## src/hw/rtl/url_canonical_encoder_core_macros.svh

```systemverilog
// Assertion macros for the URL canonical encoder core.
// Used by the top level only; needs nothing else.
`ifndef URL_CANONICAL_ENCODER_CORE_MACROS_SVH
`define URL_CANONICAL_ENCODER_CORE_MACROS_SVH

// Property must hold at every clock edge outside reset.
`define UCENC_ASSERT(lbl, clk, rstn, prop, msg) \
  lbl: assert property (@(posedge clk) disable iff (!rstn) (prop)) else $error(msg);

// Antecedent on one edge implies consequent on the same edge.
`define UCENC_ASSERT_IMPL(lbl, clk, rstn, ante, cons, msg) \
  lbl: assert property (@(posedge clk) disable iff (!rstn) (ante) |-> (cons)) else $error(msg);

`endif

```

## src/hw/rtl/ucenc_pkg.sv

```systemverilog
// Package for the URL canonical encoder: types, codes, character-class functions.
// No dependencies.
`default_nettype none

package ucenc_pkg;

  localparam int unsigned QDepth   = 2;
  localparam int unsigned CfgIdxW  = 1;
  localparam int unsigned CfgDataW = 3;

  localparam logic [7:0] Percent      = 8'h25;
  localparam logic [7:0] HexAlphaBase = 8'h37;  // 'A' - 10
  localparam logic [7:0] DigitBase    = 8'h30;

  typedef enum logic [CfgIdxW-1:0] {
    CfgMode   = 1'b0,
    CfgDecode = 1'b1
  } cfg_idx_e;

  typedef enum logic [2:0] {
    ModePath   = 3'd0,
    ModeSearch = 3'd1,
    ModeUser   = 3'd2,
    ModeFtp    = 3'd3,
    ModeParam  = 3'd4
  } mode_e;

  typedef enum logic [1:0] {
    PhIdle = 2'd0,
    PhHigh = 2'd1,
    PhLow  = 2'd2
  } esc_phase_e;

  typedef enum logic [1:0] {
    CmdRaw = 2'd0,
    CmdEsc = 2'd1,
    CmdErr = 2'd2
  } cmd_kind_e;

  localparam logic [1:0] StepPct  = 2'd0;
  localparam logic [1:0] StepHigh = 2'd1;
  localparam logic [1:0] StepLow  = 2'd2;

  typedef struct packed {
    cmd_kind_e  kind;
    logic [7:0] data;
    logic       last;
  } cmd_t;

  function automatic logic is_alnum(logic [7:0] c);
    return (c >= 8'h30 && c <= 8'h39) || (c >= 8'h41 && c <= 8'h5A) ||
           (c >= 8'h61 && c <= 8'h7A);
  endfunction

  function automatic logic is_allowed(logic [2:0] mode, logic [7:0] c);
    logic base, plus, semi, colon, quest, slash;
    base  = (c == 8'h00) || (c == 8'h24) || (c == 8'h2D) || (c == 8'h5F) ||
            (c == 8'h2E) || (c == 8'h21) || (c == 8'h2A) || (c == 8'h27) ||
            (c == 8'h28) || (c == 8'h29) || (c == 8'h2C) || (c == 8'h40) ||
            (c == 8'h26) || (c == 8'h3D);
    plus  = (c == 8'h2B);
    semi  = (c == 8'h3B);
    colon = (c == 8'h3A);
    quest = (c == 8'h3F);
    slash = (c == 8'h2F);
    case (mode)
      ModePath:   return base | plus | semi | colon;
      ModeSearch: return base | semi | colon;
      ModeUser:   return base | plus | semi;
      ModeFtp:    return base | plus | quest | colon;
      default:    return base | plus | quest | slash | colon;
    endcase
  endfunction

  function automatic logic is_reserved(logic [2:0] mode, logic [7:0] c);
    return (c == 8'h00) || ((mode == ModePath) && (c == 8'h2F)) ||
           ((mode == ModeSearch) && (c == 8'h2B));
  endfunction

  // {valid, value}
  function automatic logic [4:0] hex_val(logic [7:0] c);
    logic [7:0] v;
    v = 8'h00;
    if (c >= 8'h30 && c <= 8'h39) begin
      v = c - DigitBase;
      return {1'b1, v[3:0]};
    end
    if (c >= 8'h41 && c <= 8'h46) begin
      v = c - 8'h37;
      return {1'b1, v[3:0]};
    end
    if (c >= 8'h61 && c <= 8'h66) begin
      v = c - 8'h57;
      return {1'b1, v[3:0]};
    end
    return 5'd0;
  endfunction

  function automatic logic [7:0] hex_digit(logic [3:0] v);
    return (v >= 4'd10) ? HexAlphaBase + {4'd0, v} : DigitBase + {4'd0, v};
  endfunction

  function automatic cmd_kind_e recode_kind(logic [2:0] mode, logic [7:0] c);
    return (is_alnum(c) || is_allowed(mode, c)) ? CmdRaw : CmdEsc;
  endfunction

endpackage

`default_nettype wire

```

## src/hw/rtl/ucenc_front.sv

```systemverilog
// Front end: config registers, escape tracking, classification into commands.
// Depends on ucenc_pkg.
`default_nettype none

module ucenc_front
  import ucenc_pkg::*;
(
  input  wire logic                clk_i,
  input  wire logic                rst_ni,
  input  wire logic                cfg_valid_i,
  output logic                     cfg_ready_o,
  input  wire logic [CfgIdxW-1:0]  cfg_index_i,
  input  wire logic [CfgDataW-1:0] cfg_data_i,
  input  wire logic                in_valid_i,
  output logic                     in_ready_o,
  input  wire logic [7:0]          in_byte_i,
  input  wire logic                in_last_i,
  input  wire logic                full_i,
  output logic                     push_o,
  output cmd_t                     push_cmd_o
);

  logic [2:0]  mode_q;
  logic        decode_q;
  esc_phase_e  phase_q, phase_d;
  logic [3:0]  nib_q, nib_d;
  logic        drop_q, drop_d;
  logic        accept;
  logic [4:0]  hv;
  logic [7:0]  dec;

  assign cfg_ready_o = 1'b1;
  assign in_ready_o  = !full_i;
  assign accept      = in_valid_i && !full_i;
  assign hv          = hex_val(in_byte_i);
  assign dec         = {nib_q, hv[3:0]};

  always_ff @(posedge clk_i or negedge rst_ni) begin
    if (!rst_ni) begin
      mode_q   <= ModePath;
      decode_q <= 1'b1;
    end else if (cfg_valid_i) begin
      unique case (cfg_idx_e'(cfg_index_i))
        CfgMode:   mode_q   <= cfg_data_i;
        CfgDecode: decode_q <= cfg_data_i[0];
        default:   ;
      endcase
    end
  end

  always_ff @(posedge clk_i or negedge rst_ni) begin
    if (!rst_ni) begin
      phase_q <= PhIdle;
      nib_q   <= 4'd0;
      drop_q  <= 1'b0;
    end else begin
      phase_q <= phase_d;
      nib_q   <= nib_d;
      drop_q  <= drop_d;
    end
  end

  always_comb begin
    phase_d    = phase_q;
    nib_d      = nib_q;
    drop_d     = drop_q;
    push_o     = 1'b0;
    push_cmd_o = '{kind: CmdRaw, data: in_byte_i, last: in_last_i};
    if (accept) begin
      priority if (drop_q) begin
        if (in_last_i) drop_d = 1'b0;
      end else if (phase_q == PhHigh) begin
        if (!hv[4] || in_last_i) begin
          push_o          = 1'b1;
          push_cmd_o.kind = CmdErr;
          drop_d          = !in_last_i;
          phase_d         = PhIdle;
          nib_d           = 4'd0;
        end else begin
          nib_d   = hv[3:0];
          phase_d = PhLow;
        end
      end else if (phase_q == PhLow) begin
        push_o  = 1'b1;
        phase_d = PhIdle;
        nib_d   = 4'd0;
        if (!hv[4]) begin
          push_cmd_o.kind = CmdErr;
          drop_d          = !in_last_i;
        end else begin
          push_cmd_o.data = dec;
          if (dec != 8'h00 && is_reserved(mode_q, dec)) push_cmd_o.kind = CmdEsc;
          else push_cmd_o.kind = recode_kind(mode_q, dec);
        end
      end else if (is_reserved(mode_q, in_byte_i)) begin
        push_o = 1'b1;
      end else if (decode_q && in_byte_i == Percent) begin
        if (in_last_i) begin
          push_o          = 1'b1;
          push_cmd_o.kind = CmdErr;
        end else begin
          phase_d = PhHigh;
        end
      end else begin
        push_o          = 1'b1;
        push_cmd_o.kind = recode_kind(mode_q, in_byte_i);
      end
    end
  end

endmodule

`default_nettype wire

```

## src/hw/rtl/ucenc_queue.sv

```systemverilog
// Command queue between front end and back end.
// Depends on ucenc_pkg.
`default_nettype none

module ucenc_queue
  import ucenc_pkg::*;
#(
  parameter int unsigned Depth = QDepth
) (
  input  wire logic clk_i,
  input  wire logic rst_ni,
  input  wire logic push_i,
  input  cmd_t      push_cmd_i,
  output logic      full_o,
  input  wire logic pop_i,
  output logic      empty_o,
  output cmd_t      head_o
);

  localparam int unsigned PtrW = (Depth > 1) ? $clog2(Depth) : 1;
  localparam int unsigned CntW = $clog2(Depth + 1);

  cmd_t            mem_q [Depth];
  logic [PtrW-1:0] wr_q, rd_q;
  logic [CntW-1:0] cnt_q;

  assign full_o  = (cnt_q == CntW'(Depth));
  assign empty_o = (cnt_q == '0);
  assign head_o  = mem_q[rd_q];

  function automatic logic [PtrW-1:0] bump(logic [PtrW-1:0] p);
    return (p == PtrW'(Depth - 1)) ? '0 : p + 1'b1;
  endfunction

  always_ff @(posedge clk_i) begin
    if (push_i) mem_q[wr_q] <= push_cmd_i;
  end

  always_ff @(posedge clk_i or negedge rst_ni) begin
    if (!rst_ni) begin
      wr_q  <= '0;
      rd_q  <= '0;
      cnt_q <= '0;
    end else begin
      if (push_i) wr_q <= bump(wr_q);
      if (pop_i) rd_q <= bump(rd_q);
      if (push_i && !pop_i) cnt_q <= cnt_q + 1'b1;
      else if (pop_i && !push_i) cnt_q <= cnt_q - 1'b1;
    end
  end

endmodule

`default_nettype wire

```

## src/hw/rtl/ucenc_back.sv

```systemverilog
// Back end: expands commands into output bytes, one per cycle while out_ready_i allows, into an output register.
// Depends on ucenc_pkg.
`default_nettype none

module ucenc_back
  import ucenc_pkg::*;
(
  input  wire logic       clk_i,
  input  wire logic       rst_ni,
  input  wire logic       empty_i,
  input  cmd_t            head_i,
  output logic            pop_o,
  output logic            out_valid_o,
  input  wire logic       out_ready_i,
  output logic [7:0]      out_byte_o,
  output logic            run_last_o,
  output logic            string_last_o,
  output logic            bad_escape_o
);

  logic       busy_q, busy_d;
  cmd_t       cmd_q, cmd_d;
  logic [1:0] step_q, step_d;
  logic       ov_q, ov_d;
  logic [7:0] ob_q, ob_d;
  logic       orun_q, orun_d, ostr_q, ostr_d, obad_q, obad_d;
  cmd_t       cur;
  logic [1:0] step;
  logic       load, fin, bad;
  logic [7:0] byte_v;

  assign cur  = busy_q ? cmd_q : head_i;
  assign step = busy_q ? step_q : StepPct;
  assign load = (busy_q || !empty_i) && (!ov_q || out_ready_i);
  assign pop_o = load && !busy_q;

  always_comb begin
    byte_v = cur.data;
    fin    = 1'b1;
    bad    = 1'b0;
    unique case (cur.kind)
      CmdRaw: ;
      CmdEsc: begin
        fin = (step == StepLow);
        unique case (step)
          StepPct:  byte_v = Percent;
          StepHigh: byte_v = hex_digit(cur.data[7:4]);
          default:  byte_v = hex_digit(cur.data[3:0]);
        endcase
      end
      CmdErr: begin
        byte_v = 8'h00;
        bad    = 1'b1;
      end
      default: byte_v = 8'h00;
    endcase
  end

  always_comb begin
    busy_d = busy_q;
    cmd_d  = cmd_q;
    step_d = step_q;
    ob_d   = ob_q;
    orun_d = orun_q;
    ostr_d = ostr_q;
    obad_d = obad_q;
    ov_d   = ov_q && !out_ready_i;
    if (load) begin
      ov_d   = 1'b1;
      ob_d   = byte_v;
      orun_d = fin;
      ostr_d = fin && (cur.last || bad);
      obad_d = bad;
      busy_d = !fin;
      cmd_d  = cur;
      step_d = step + 2'd1;
    end
  end

  always_ff @(posedge clk_i or negedge rst_ni) begin
    if (!rst_ni) begin
      busy_q <= 1'b0;
      step_q <= StepPct;
      ov_q   <= 1'b0;
    end else begin
      busy_q <= busy_d;
      step_q <= step_d;
      ov_q   <= ov_d;
    end
  end

  always_ff @(posedge clk_i) begin
    cmd_q  <= cmd_d;
    ob_q   <= ob_d;
    orun_q <= orun_d;
    ostr_q <= ostr_d;
    obad_q <= obad_d;
  end

  assign out_valid_o   = ov_q;
  assign out_byte_o    = ob_q;
  assign run_last_o    = orun_q;
  assign string_last_o = ostr_q;
  assign bad_escape_o  = obad_q;

endmodule

`default_nettype wire

```

## src/hw/rtl/url_canonical_encoder_core.sv

```systemverilog
// URL component canonicalizer. Input bytes are taken one per cycle while the
// command queue has room; each yields zero, one or three output bytes. The
// output port moves one byte per cycle while m_axis_tready is high, and the
// queue lets new input bytes be taken while an escape is still written out.
// Decoding a %XX escape consumes three input bytes for one decoded byte. Input
// bytes pass through the command queue and then the output register.
// Write config only while idle.
// Depends on ucenc_pkg, ucenc_front, ucenc_queue, ucenc_back and the macros header.
`default_nettype none

`include "url_canonical_encoder_core_macros.svh"

module url_canonical_encoder_core
  import ucenc_pkg::*;
#(
  parameter int unsigned QueueDepth = QDepth
) (
  input  wire logic                clk_i,
  input  wire logic                rst_ni,
  input  wire logic                cfg_valid_i,
  output logic                     cfg_ready_o,
  input  wire logic [CfgIdxW-1:0]  cfg_index_i,
  input  wire logic [CfgDataW-1:0] cfg_data_i,
  input  wire logic                s_axis_tvalid,
  output logic                     s_axis_tready,
  input  wire logic [7:0]          s_axis_tdata,  // [7:0] in_byte
  input  wire logic                s_axis_tlast,
  output logic                     m_axis_tvalid,
  input  wire logic                m_axis_tready,
  output logic [7:0]               m_axis_tdata,  // [7:0] out_byte
  output logic                     m_axis_tlast,
  output logic [1:0]               m_axis_tuser   // [0] run_last, [1] bad_escape
);

  logic full, empty, push, pop;
  cmd_t push_cmd, head;

  ucenc_front u_front (
    .clk_i       (clk_i),
    .rst_ni      (rst_ni),
    .cfg_valid_i (cfg_valid_i),
    .cfg_ready_o (cfg_ready_o),
    .cfg_index_i (cfg_index_i),
    .cfg_data_i  (cfg_data_i),
    .in_valid_i  (s_axis_tvalid),
    .in_ready_o  (s_axis_tready),
    .in_byte_i   (s_axis_tdata),
    .in_last_i   (s_axis_tlast),
    .full_i      (full),
    .push_o      (push),
    .push_cmd_o  (push_cmd)
  );

  ucenc_queue #(
    .Depth (QueueDepth)
  ) u_queue (
    .clk_i      (clk_i),
    .rst_ni     (rst_ni),
    .push_i     (push),
    .push_cmd_i (push_cmd),
    .full_o     (full),
    .pop_i      (pop),
    .empty_o    (empty),
    .head_o     (head)
  );

  ucenc_back u_back (
    .clk_i         (clk_i),
    .rst_ni        (rst_ni),
    .empty_i       (empty),
    .head_i        (head),
    .pop_o         (pop),
    .out_valid_o   (m_axis_tvalid),
    .out_ready_i   (m_axis_tready),
    .out_byte_o    (m_axis_tdata),
    .run_last_o    (m_axis_tuser[0]),
    .string_last_o (m_axis_tlast),
    .bad_escape_o  (m_axis_tuser[1])
  );

  `UCENC_ASSERT_IMPL(a_err_shape, clk_i, rst_ni, m_axis_tvalid && m_axis_tuser[1],
    m_axis_tlast && m_axis_tuser[0] && (m_axis_tdata == 8'h00),
    "error transaction malformed")
  `UCENC_ASSERT_IMPL(a_str_in_run, clk_i, rst_ni, m_axis_tvalid && m_axis_tlast,
    m_axis_tuser[0], "string end not at run end")
  `UCENC_ASSERT_IMPL(a_pct_opens, clk_i, rst_ni, m_axis_tvalid && (m_axis_tdata == Percent),
    !m_axis_tuser[0] && !m_axis_tuser[1], "percent not leading an escape")
  `UCENC_ASSERT(a_q_sane, clk_i, rst_ni, !(full && empty), "queue full and empty")

endmodule

`default_nettype wire
```

## config.mk

```make
export PLATFORM = sky130hd
export DESIGN_NAME = url_canonical_encoder_core
export DESIGN_NICKNAME = d
export VERILOG_FILES = /design/src/hw/rtl/ucenc_pkg.sv /design/src/hw/rtl/ucenc_front.sv /design/src/hw/rtl/ucenc_queue.sv /design/src/hw/rtl/ucenc_back.sv /design/src/hw/rtl/url_canonical_encoder_core.sv
export VERILOG_INCLUDE_DIRS = /design/src /design/src/hw/rtl
export SDC_FILE = /design/constraint.sdc
export NUM_CORES = 1
export LEC_CHECK = 0
export ABC_AREA = 1
export BUFFER_PORTS_ARGS = -buffer_cell sky130_fd_sc_hd__buf_4
export CORE_ASPECT_RATIO = 0.6
export CORE_MARGIN = 1
export CORE_UTILIZATION = 55
export CTS_CLUSTER_SIZE = 10
export DETAILED_ROUTE_END_ITERATION = 8
export PLACE_DENSITY = 0.74
export SLEW_MARGIN = 20
export SYNTH_ARGS = -nofsm -noshare
export SYNTH_HDL_FRONTEND = slang
export SYNTH_HIERARCHICAL = 1
export SYNTH_SLANG_ARGS = --single-unit
```

## constraint.sdc

```tcl
create_clock -name clk_i -period 2.85 [get_ports clk_i]
set_input_delay 0.57 -clock clk_i [delete_from_list [all_inputs] [get_ports clk_i]]
set_output_delay 0.57 -clock clk_i [all_outputs]
set_load 0.02 [all_outputs]
```

# [Word level (Yosys, flattened, before mapping)]
# Memories as Yosys holds them, arrays and structs flattened.
# Index checks and enable logic that the tools add are counted.
[word_totals] out_inout_bits=14 wordCells=280 mem_bits_rw=22 inputBits=18 regBits=41 n_memories=1
[memory_table] name="u_queue.mem_q" depth=2 word_bits=11 read_ports=1 rd_clocked_by_memory_dff=0 wr=1 line_no="ucenc_queue.sv:23" source="cmd_t mem_q [Depth];"
[classes] n_mux=79 order_cmp=16 n_addsub=12 n_reduce_logical=85 eq_ne=49 bitwise=20
[op_table] op="8-bit by 6-bit == test with 1-bit output (second input constant)" n=33
[op_table] op="8-bit by 7-bit <= comparator with 1-bit output (second input constant)" n=6
[op_table] op="1-bit two-way mux" n=41
[op_table] op="1-bit logical OR" n=40
[op_table] op="8-bit two-way mux" n=5
[op_table] op="2-bit two-way mux" n=17
[op_table] op="8-bit by 7-bit == test with 1-bit output (second input constant)" n=4
[op_table] op="8-bit by 7-bit >= comparator with 1-bit output (second input constant)" n=4
[op_table] op="8-bit one-hot mux with 2 select lines" n=2
[op_table] op="5-bit two-way mux" n=6
[op_table] op="6-bit by 4-bit adder with 7-bit output (first input constant)" n=4
[op_table] op="1-bit logical AND" n=21
[op_table] op="10-bit two-way mux" n=2
[op_table] op="1-bit bitwise OR" n=18
[op_table] op="8-bit by 6-bit >= comparator with 1-bit output (second input constant)" n=2
[op_table] op="8-bit by 6-bit <= comparator with 1-bit output (second input constant)" n=2
[op_table] op="8-bit logical NOT" n=2
[op_table] op="4-bit two-way mux" n=3
[op_table] op="11-bit two-way mux" n=1
[op_table] op="1-bit logical NOT" n=10
[op_table] op="2-bit == test (second input constant)" n=4
[op_table] op="4-bit >= comparator (second input constant)" n=2
[op_table] op="1-bit one-hot mux with 4 select lines" n=2
[op_table] op="8-bit nonzero test" n=1
[op_table] op="other kinds (17)" n=29

# [Logic depth before layout (Yosys ltp)]
# Gate-level depths: netlist of the first run.
[logic_depth] ltp_word=42 mapped_depth=22 mapped_depth_nobuf=22

# [Hierarchy]
# Netlist of the first run, hierarchy kept.
[by_module_without_submodules] mod="ucenc_back" seq_area_each_um2=760.7 area_each_um2=1590.3 cells_each=199 instances=1
[by_module_without_submodules] mod="ucenc_front" seq_area_each_um2=276.5 area_each_um2=1567.8 cells_each=257 instances=1
[by_module_without_submodules] mod="ucenc_queue" seq_area_each_um2=760.7 area_each_um2=1036.0 cells_each=59 instances=1

# [Worst setup path before layout of the first run]
# Ideal clock, no wire load.
[synth_path] path_kind="input port to flip-flop" start="in s_axis_tdata[1]" end="mem u_queue/mem_q[0][0] (netlist name), enable pin" setup_ps=378 setup_slack_ps=53 required_time_ps=2472 arrival_ps=2419 cell_stages=16 path_buffers=0 cell_sequence="inv_1 > ha_1 > inv_1 > nor2_2 > nand2_1 > nand2_1 > clkinv_2 > nand2_2 > nand2_4 > inv_1 > nor2_1 > nand2_1 > nand2_1 > nor2_1 > inv_1 > nor2_1"
[synth_via] elab_chain_len=16 word_cells_on_any_way=40 cone_classes="6 x order compare; 3 x eq/ne; 20 x mux; 11 x reduce/logical"
[synth_lines] element="start, declared" line_no="url_canonical_encoder_core.sv:26" source="input wire logic [7:0] s_axis_tdata,"
[synth_lines] element="8-bit by 7-bit >= comparator with 1-bit output / 8-bit by 7-bit <= comparator with 1-bit output (equally long branches)" line_no="ucenc_pkg.sv:92" source="if (c >= 8'h61 && c <= 8'h66) begin"
[synth_lines] element="1-bit logical AND" line_no="ucenc_pkg.sv:92"
[synth_lines] element="1-bit two-way mux (2 in a row)" line_no="ucenc_pkg.sv:92"
[synth_lines] element="1-bit two-way mux" line_no="ucenc_pkg.sv:88" source="if (c >= 8'h41 && c <= 8'h46) begin"
[synth_lines] element="5-bit two-way mux" line_no="ucenc_pkg.sv:96" source="return 5'd0;"
[synth_lines] element="5-bit two-way mux" line_no="ucenc_pkg.sv:92"
[synth_lines] element="5-bit two-way mux" line_no="ucenc_pkg.sv:88"
[synth_lines] element="1-bit logical NOT" line_no="ucenc_front.sv:73" source="if (!hv[4] || in_last_i) begin"
[synth_lines] element="1-bit logical OR" line_no="ucenc_front.sv:73"
[synth_lines] element="1-bit two-way mux" line_no="ucenc_front.sv:73"
[synth_lines] element="1-bit two-way mux *" line_no="ucenc_front.sv:72" source="end else if (phase_q == PhHigh) begin"
[synth_lines] element="1-bit two-way mux *" line_no="ucenc_front.sv:70" source="priority if (drop_q) begin"
[synth_lines] element="1-bit two-way mux *" line_no="ucenc_front.sv:69" source="if (accept) begin"
[synth_lines] element="named net push" line_no="url_canonical_encoder_core.sv:35" source="logic full, empty, push, pop;"
[synth_lines] element="1-bit two-way mux *" line_no="ucenc_queue.sv:36" source="if (push_i) mem_q[wr_q] <= push_cmd_i;"
[synth_lines] element="1-bit two-way mux (implied by the code) *" line_no="ucenc_queue.sv:36"
[synth_lines] element="end, declared" line_no="ucenc_queue.sv:23"
# Mark *: on every way through the listed nets, which the timed path passes. The rest lies on a longest branch. The select of a mux whose other input is x is not followed.

==> summary.txt, run 1 <==
Yosys
  • Post-synthesis instance area: around 4200 sq um
  • Ys Warns: 6
  • Top post-synthesis cells by count: nand2_1 (148), inv_1 (72), edfxtp_1 (44), nor2_1 (40), nand3_1 (35)
  • Post-synth EDFFs: 44
  • Syn Nets: about 550
  • Asr flop ratio synth: between 30 and 40%
  • Most common cell in the netlist: nand2_1
  • Yosys top cell by area: edfxtp_1
  • Top_reg_cell synth: edfxtp_1
  • Yosys reg bits: 63
  • Sequential area share after synthesis: 42.87%
  • Syn avg cell area: around 8 sq um
  • Netlist cell types: 48
  • Synth top area share: a little under a third
  • Syn Inst Count: about 520
  • Synth top area cells: edfxtp_1 (32%), nand2_1 (13%), dfrtp_1 (11%)

Detailed routing
  • Wire per inst: 14.65 um
  • Vias: ~3,600
  • Antenna-violating nets left: 0
  • Pre-Repair DR Iteration Count: 5
  • DRT iter0 DRCs: about 310
  • Routed vias/inst: about 5.3
  • Total wire length: 10,070 um
  • Residual DRC: 0

Power
  • P_int: approximately 2.8 mW
  • Sequential share of power: 33.6%
  • Switch Pwr: 1.795 mW
  • Maximum vdd ir drop: between 0.0006 and 0.0007 V
  • PwrDens: a little over 900 nW/um^2
  • Combinational power share: a little over two fifths
  • Clock power share: about 23%
  • LEAKAGE: around 2.4 nW
  • Sw Ratio: 38.97%
  • Power, Total: around 4.6 mW

Global route
  • Total Routing Usage GR: between 20% and 30%
  • Gr ovfl total: 0
  • Largest net degree at the start of global routing: 24
  • Initial antenna violation count: 0
  • Vias in the first global route: about 3,300
  • First-pass GRT wire length: approximately 17,000 um

Layout
  • Fillers: roughly 620
  • Non-filler cells, final: approximately 700
  • Design Area, Final: about 5000 sq um
  • # diodes: 0
  • Area Overhead vs Synth: 19.57%
  • Share of layout cells above drive strength 1: between 20% and 30%
  • Nets: a little over 600

Timing
  • Max_slew headroom: 65.45%
  • Final critical-path share of the clock period: a little over nine tenths
  • RSZ-0062 raised after global routing: false
  • Final worst path period need: ~2.7 ns
  • Final setup fails: 0
  • Fmax: about 370 MHz
  • Slew Viols, Final: 0
  • Measured slew at the worst slew-check pin: 0.5118 ns
  • Clk_skew: about 0.006 ns
  • Fin. Hold Viols: 0

CTS
  • Clock Pin Slew Worst Setup and Hold Paths: around 0.050 ns
  • CTS tree: built
  • Num CTS Buffers: 9
  • CTS hold repair buffers: 0
  • CTS sink count: 63
  • Clock root cell: clkbuf_16
  • Clock latency on the worst-skew pair: 0.32 ns
  • Clk buf depth: 2
  • H-Tree Depth: 3

Placed design
  • PortBufs: 30
  • Gpl congestion: between 1 and 1.5
  • Area after DPL: around 4700 sq um
  • Hpwl dp: between 8000 and 9000 um
  • Placed Instances: 671

Hold path
  • Hold crit path type: in2async

Die
  • Die area: 7990 sq um
  • Top-level I/O count: 32
  • FP Rows: 24
  • Die Wd: between 100 and 150 um
  • Core area: 7327 sq um
  • Die Ht: ~70 um
  • Starting Density: between 50% and 60%

Setup path
  • Critical R2R Launch: u_queue/rd_q
  • CP Launch Point: s_axis_tdata[1]
  • CP startpoint kind: input port
  • CP Class: in2reg
  • Worst path required time: just under 3 ns
  • Worst setup EP type: register
  • Largest fanout on the critical path: 5
  • Critical path arrival: around 2.8 ns

Flow run
  • Max_cap viols: 0

Outcome
  • Status: finished, final reports clean
==> layer usage <==
| metal | vias up | track usage [%] | share of wire (%) |
|---|---|---|---|
| li1 | 1811 | - | - |
| met1 | 1669 | 46.14 | 54 |
| met2 | 152 | 33.40 | 35 |
| met3 | 6 | 9.615 | 11 |
| met4 | 0 | 4.762 | 0.40 |
| met5 | - | 0 | 0 |
==> kinds of logic (layout without fill, tap and decap cells) <==
| group | after synthesis | count (layout) | synth area share, % |
|---|---|---|---|
| simple gates | 276 | 276 | 30.67 |
| buf+inv | 92 | 160 | 9.248 |
| flops | 63 | 63 | 42.87 |
| compound gates | 53 | 53 | 8.025 |
| fa+ha+maj | 14 | 14 | 4.177 |
| mux | 13 | 13 | 4.296 |
| xor+xnor | 3 | 3 | 0.6266 |
| other cells | 1 | 1 | 0.08941 |
==> per-stage QoR <==
step / setup TNS, ns / worst slack (ns) / hold WS, ns / utilization (%)
after floorplan: 0 / 0.05306 / 0.2744 / -
after global placement: -0.3126 / -0.1467 / 0.4596 / 64.36
after detailed placement: -0.3298 / -0.1353 / 0.4639 / 64.36
after CTS: 0 / 0.2057 / 0.1100 / 68.34
after global routing: 0 / 0.006923 / 0.1298 / 68.44
final: 0 / 0.1672 / 0.1179 / 68.44
==> path summary, 6_finish.rpt <==
kind / endpoint / slack (ns) / depth (start not counted)
max: u_queue/mem_q[0][9] / 0.17 / 18
min: u_back/out_valid_o / 0.12 / 1
max reg2reg: u_back/out_byte_o[5] / 0.47 / 12
min reg2reg: u_back/step_q[1] / 0.48 / 2
max in group asynchronous: u_front/decode_q / 2.46 / 1
min in group clk_i: u_front/decode_q / 0.41 / 2
==> registers in the layout, indices dropped and copies added (netlist names) <==
name,flops
u_back/bad_escape_o,1
u_back/busy_q,1
u_back/cmd_q,11
u_back/out_byte_o,8
u_back/out_valid_o,1
u_back/run_last_o,1
u_back/step_q,2
u_back/string_last_o,1
u_front/decode_q,1
u_front/drop_q,1
u_front/mode_q,3
u_front/nib_q,4
u_front/phase_q,2
u_queue/cnt_q,2
u_queue/mem_q,22
u_queue/rd_q,1
u_queue/wr_q,1
==> power by group through the flow <==
stage / registers [mW] / logic, mW / clock network [mW]
finish: 1.55 / 2.01 / 1.05
CTS: 1.55 / 2.00 / 1.07
global route: 1.58 / 2.25 / 1.11
floorplan: 1.63 / 1.35 / 0
global placement: 1.55 / 1.94 / 0
detailed placement: 1.56 / 1.99 / 0
==> layout by cell type, fill, tap and decap left out, types with 2 or more instances in the layout <==
cell       count
a21oi_1        6
a21oi_2        2
a31oi_1        4
buf_4         57
clkbuf_16     10
clkinv_2       2
dfrtp_1       18
edfxtp_1      44
ha_1          13
inv_1         72
inv_2         10
inv_4          6
mux2_2         4
mux2_4         9
nand2_1      148
nand2_2       11
nand2_4        5
nand3_1       35
nand3_2        4
nand4_1        6
nor2_1        38
nor2_2         7
nor2_4         2
nor3_1         9
nor4_1         4
o211ai_1       2
o21ai_0       18
o21ai_1        5
o21ai_2        2
o22ai_1        6
or2_4          2
xor2_1         2
==> critical path, cell delays in order <==
cell and delay [ns]:
buf_4 0.13, inv_1 0.09, ha_2 0.23, inv_2 0.05, nand3_1 0.17, inv_1 0.10
nor2_4 0.21, nand2_1 0.12, nand2_4 0.12, nand2_1 0.11, nor3_1 0.33, nand2_1 0.09
nand3_1 0.11, nand2_1 0.06, nand2_1 0.06, nand2_1 0.05, nand3_1 0.08, a21oi_2 0.06
==> repair_timing <==
action / CTS / global route
setup endpoints to repair: 0 / 3
gates resized for setup: 0 / 3
setup buffers: 0 / 0
==> cell type report <==
cell class | count | area (sq um) | share of cell area [%]
clock buffers | 12 | 267.8 | 5.339
inverters | 86 | 331.6 | 6.612
flip-flops and latches | 63 | 1798 | 35.85
repair buffers | 58 | 447.9 | 8.932
clock inverters | 4 | 23.77 | 0.4741
multi-input cells | 360 | 2016 | 40.19
well taps | 104 | 130.1 | 2.595
Power figures use the tool's default switching activity.
==> inputs of run 2 (changes only) <==
Settings changed: PLACE_DENSITY 0.74 to 0.84.
==> run 2 against run 1 <==
Critical path type unchanged. Worst hold slack got worse by 0.0063 ns. Final area is 0.30% lower. Highest routed layer unchanged. Count of clock-buffer cells in the layout unchanged. Critical path depth is the same. Largest power group unchanged. Clock power increased by 10%. Sequential power about the same.
==> summary.txt, run 2 (same netlist as run 1, synthesis figures left out) <==
Outcome
  • Status: finished, final reports clean (unchanged)

Layout
  • Highest-count cells in the layout ignoring fill and taps: nand2_1 (148), inv_1 (72), buf_4 (52), edfxtp_1 (44), nor2_1 (39) (was nand2_1 (148), inv_1 (72), buf_4 (57), edfxtp_1 (44), nor2_1 (38))
  • Area Overhead vs Synth: 19.21% (was 19.57%)
  • Commonest non-fill, non-tap cell in the layout: nand2_1 (unchanged)
  • Non-filler cells, final: 682 (was 687)
  • # diodes: 0 (unchanged)
  • Biggest register: u_queue/mem_q (unchanged)
  • Share of layout cells above drive strength 1: 23.36% (was 24.36%)
  • Nets: 605 (was 610)
  • Final core occ: 68.24% (was 68.44%)
  • Max FFs per register: 22 (unchanged)

CTS
  • Clk buf depth: 2 (unchanged)
  • H-Tree Depth: 3 (unchanged)
  • Clock latency on the worst-skew pair: 0.33 ns (was 0.32 ns)
  • CTS tree: built (unchanged)
  • Clock root cell: clkbuf_16 (unchanged)
  • Clock Pin Slew Worst Setup and Hold Paths: 0.05 ns (about the same)
  • CTS sink count: 63 (unchanged)
  • Num CTS Buffers: 9 (unchanged)

Timing
  • Fin. Hold Viols: 0 (unchanged)
  • Fmax: 373.3 MHz (was 372.7 MHz)
  • Final worst path period need: 2.679 ns (was 2.683 ns)
  • Final critical-path share of the clock period: 94.00% (was 94.13%)
  • Measured slew at the worst slew-check pin: 0.5594 ns (was 0.5118 ns)
  • Final setup TNS: 0 ns (unchanged)
  • Final setup fails: 0 (unchanged)
  • RSZ-0062 raised after global routing: false (unchanged)
  • WHS: 0.1116 ns (was 0.1179 ns)
  • Slew Viols, Final: 0 (unchanged)
  • Max_slew headroom: 62.36% (was 65.45%)
  • Clk_skew: 0.007567 ns (was 0.006137 ns)

Die
  • Die Wd: 114.7 um (unchanged)
  • FP Rows: 24 (unchanged)
  • Die area: 7990 sq um (unchanged)
  • Core area: 7327 sq um (unchanged)
  • Die Ht: 69.64 um (unchanged)
  • Top-level I/O count: 32 (unchanged)
  • Starting Density: 57.24% (unchanged)

Global route
  • Initial antenna violation count: 0 (unchanged)
  • Total Routing Usage GR: 28.70% (was 27.74%)
  • Vias in the first global route: 3,292 (was 3,337)
  • First-pass GRT wire length: 16,990 um (was 16,640 um)
  • Gr ovfl total: 0 (unchanged)
  • Largest net degree at the start of global routing: 24 (unchanged)

Placed design
  • Hpwl dp: 7902 um (was 8032 um)
  • Gpl congestion: 0.9651 (was 1.015)
  • PortBufs: 30 (unchanged)
  • Placed Instances: 666 (was 671)

Setup path
  • Largest fanout on the critical path: 5 (unchanged)
  • RR Endpoint: u_back/out_byte_o[5] (unchanged)
  • Worst setup EP type: register (unchanged)
  • CP startpoint kind: input port (unchanged)
  • Critical R2R Launch: u_queue/rd_q (unchanged)
  • Reg2Reg Depth: 12 (unchanged)
  • R2R Setup Slk: 0.33 ns (was 0.47 ns)
  • Critical path arrival: 2.76 ns (about the same)
  • Worst path required time: 2.93 ns (was 2.92 ns)
  • CP Class: in2reg (unchanged)

Power
  • Sequential share of power: 33.0% (was 33.6%)
  • Power, Total: 4.745 mW (was 4.606 mW)
  • P_int: 2.920 mW (was 2.811 mW)
  • Maximum vdd ir drop: 0.0008307 V (was 0.0006512 V)
  • Sw Ratio: 38.47% (was 38.97%)
  • Clock power share: 24.5% (was 22.7%)
  • LEAKAGE: 2.356 nW (was 2.374 nW)
  • PwrDens: 949.0 nW/um^2 (was 918.5 nW/um^2)
  • Combinational power share: 42.5% (was 43.7%)
  • Switch Pwr: 1.825 mW (was 1.795 mW)

Hold path
  • Hold crit path type: in2async (unchanged)

Detailed routing
  • Vias: 3,709 (was 3,638)
  • Wire per inst: 15.33 um (was 14.65 um)
  • Residual DRC: 0 (unchanged)
  • Total wire length: 10,450 um (was 10,070 um)
  • Pre-Repair DR Iteration Count: 5 (unchanged)
  • Routed vias/inst: 5.438 (was 5.295)
  • DRT iter0 DRCs: 472 (was 314)
  • Antenna-violating nets left: 0 (unchanged)

Flow run
  • Max_cap viols: 0 (unchanged)
[run 2: changes by cell type in the layout (fill, tap and decap cells not counted), sizes merged]
cell    change
bufinv      +2
buf         -5
clkinv      +1
inv         -3
[run 2: final cells by class]
class / count / area [sq um]
flip-flops and latches: 63 / 1798
clock buffers: 12 / 246.5
multi-input cells: 360 / 2013
fillers: 570 / 2327
repair buffers: 53 / 410.4
clock inverters: 4 / 70.07
well taps: 104 / 130.1
inverters: 86 / 331.6
[run 2: worst max-delay path by stage]
stage | slack, ns | endpoint | from
6_report | 0.17 | u_queue/mem_q[0][9] | s_axis_tdata[1]
5_1_grt | 0.006 | u_queue/mem_q[0][9] | s_axis_tdata[1]
4_1_cts | 0.18 | u_queue/mem_q[0][9] | s_axis_tdata[1]
3_5_place_dp | -0.12 | u_queue/mem_q[1][9] | s_axis_tdata[1]
3_3_place_gp | -0.12 | u_queue/mem_q[0][9] | s_axis_tdata[1]
2_1_floorplan | 0.05 | u_queue/mem_q[0][0] | s_axis_tdata[1]
[run 2: through the flow]
stage	instance area [sq um]	setup slack, ns
after floorplan	4194	0.05306
after global placement	4678	-0.1196
after detailed placement	4678	-0.1227
after CTS	4995	0.1763
after global routing	5000	0.006161
final	5000	0.1709
[run 2: repair_timing]
action                                  CTS  global route
hold buffers                              0             0
hold endpoints to repair                  0             0
endpoints found under the setup margin    0             2
buffers inserted                          0             0
resized for setup                         0             2
[run 2: power by group through the flow]
stage	clock network (mW)	registers (mW)	logic, mW
2_1_floorplan	0	1.63	1.35
3_3_place_gp	0	1.56	1.90
3_5_place_dp	0	1.58	1.96
4_1_cts	1.18	1.57	1.99
5_1_grt	1.22	1.60	2.24
6_report	1.16	1.57	2.02
[run 2: per-layer routing]
| metal | up-vias | GRT usage, % | share of wire (%) |
|---|---|---|---|
| met5 | - | 0 | 0 |
| li1 | 1813 | - | - |
| met3 | 10 | 10.05 | 11 |
| met2 | 197 | 36.70 | 39 |
| met1 | 1689 | 45.55 | 49 |
| met4 | 0 | 5.916 | 0.81 |
[run 2: worst max-delay path, stage by stage]
cell and delay (ns):
buf_4 0.13, inv_1 0.12, ha_2 0.23, inv_2 0.05, nand3_1 0.16, inv_1 0.10
nor2_4 0.17, nand2_1 0.12, nand2_4 0.12, nand2_1 0.11, nor3_1 0.36, nand2_1 0.11
nand3_1 0.11, nand2_1 0.05, nand2_1 0.06, nand2_1 0.05, nand3_1 0.08, a21oi_2 0.07
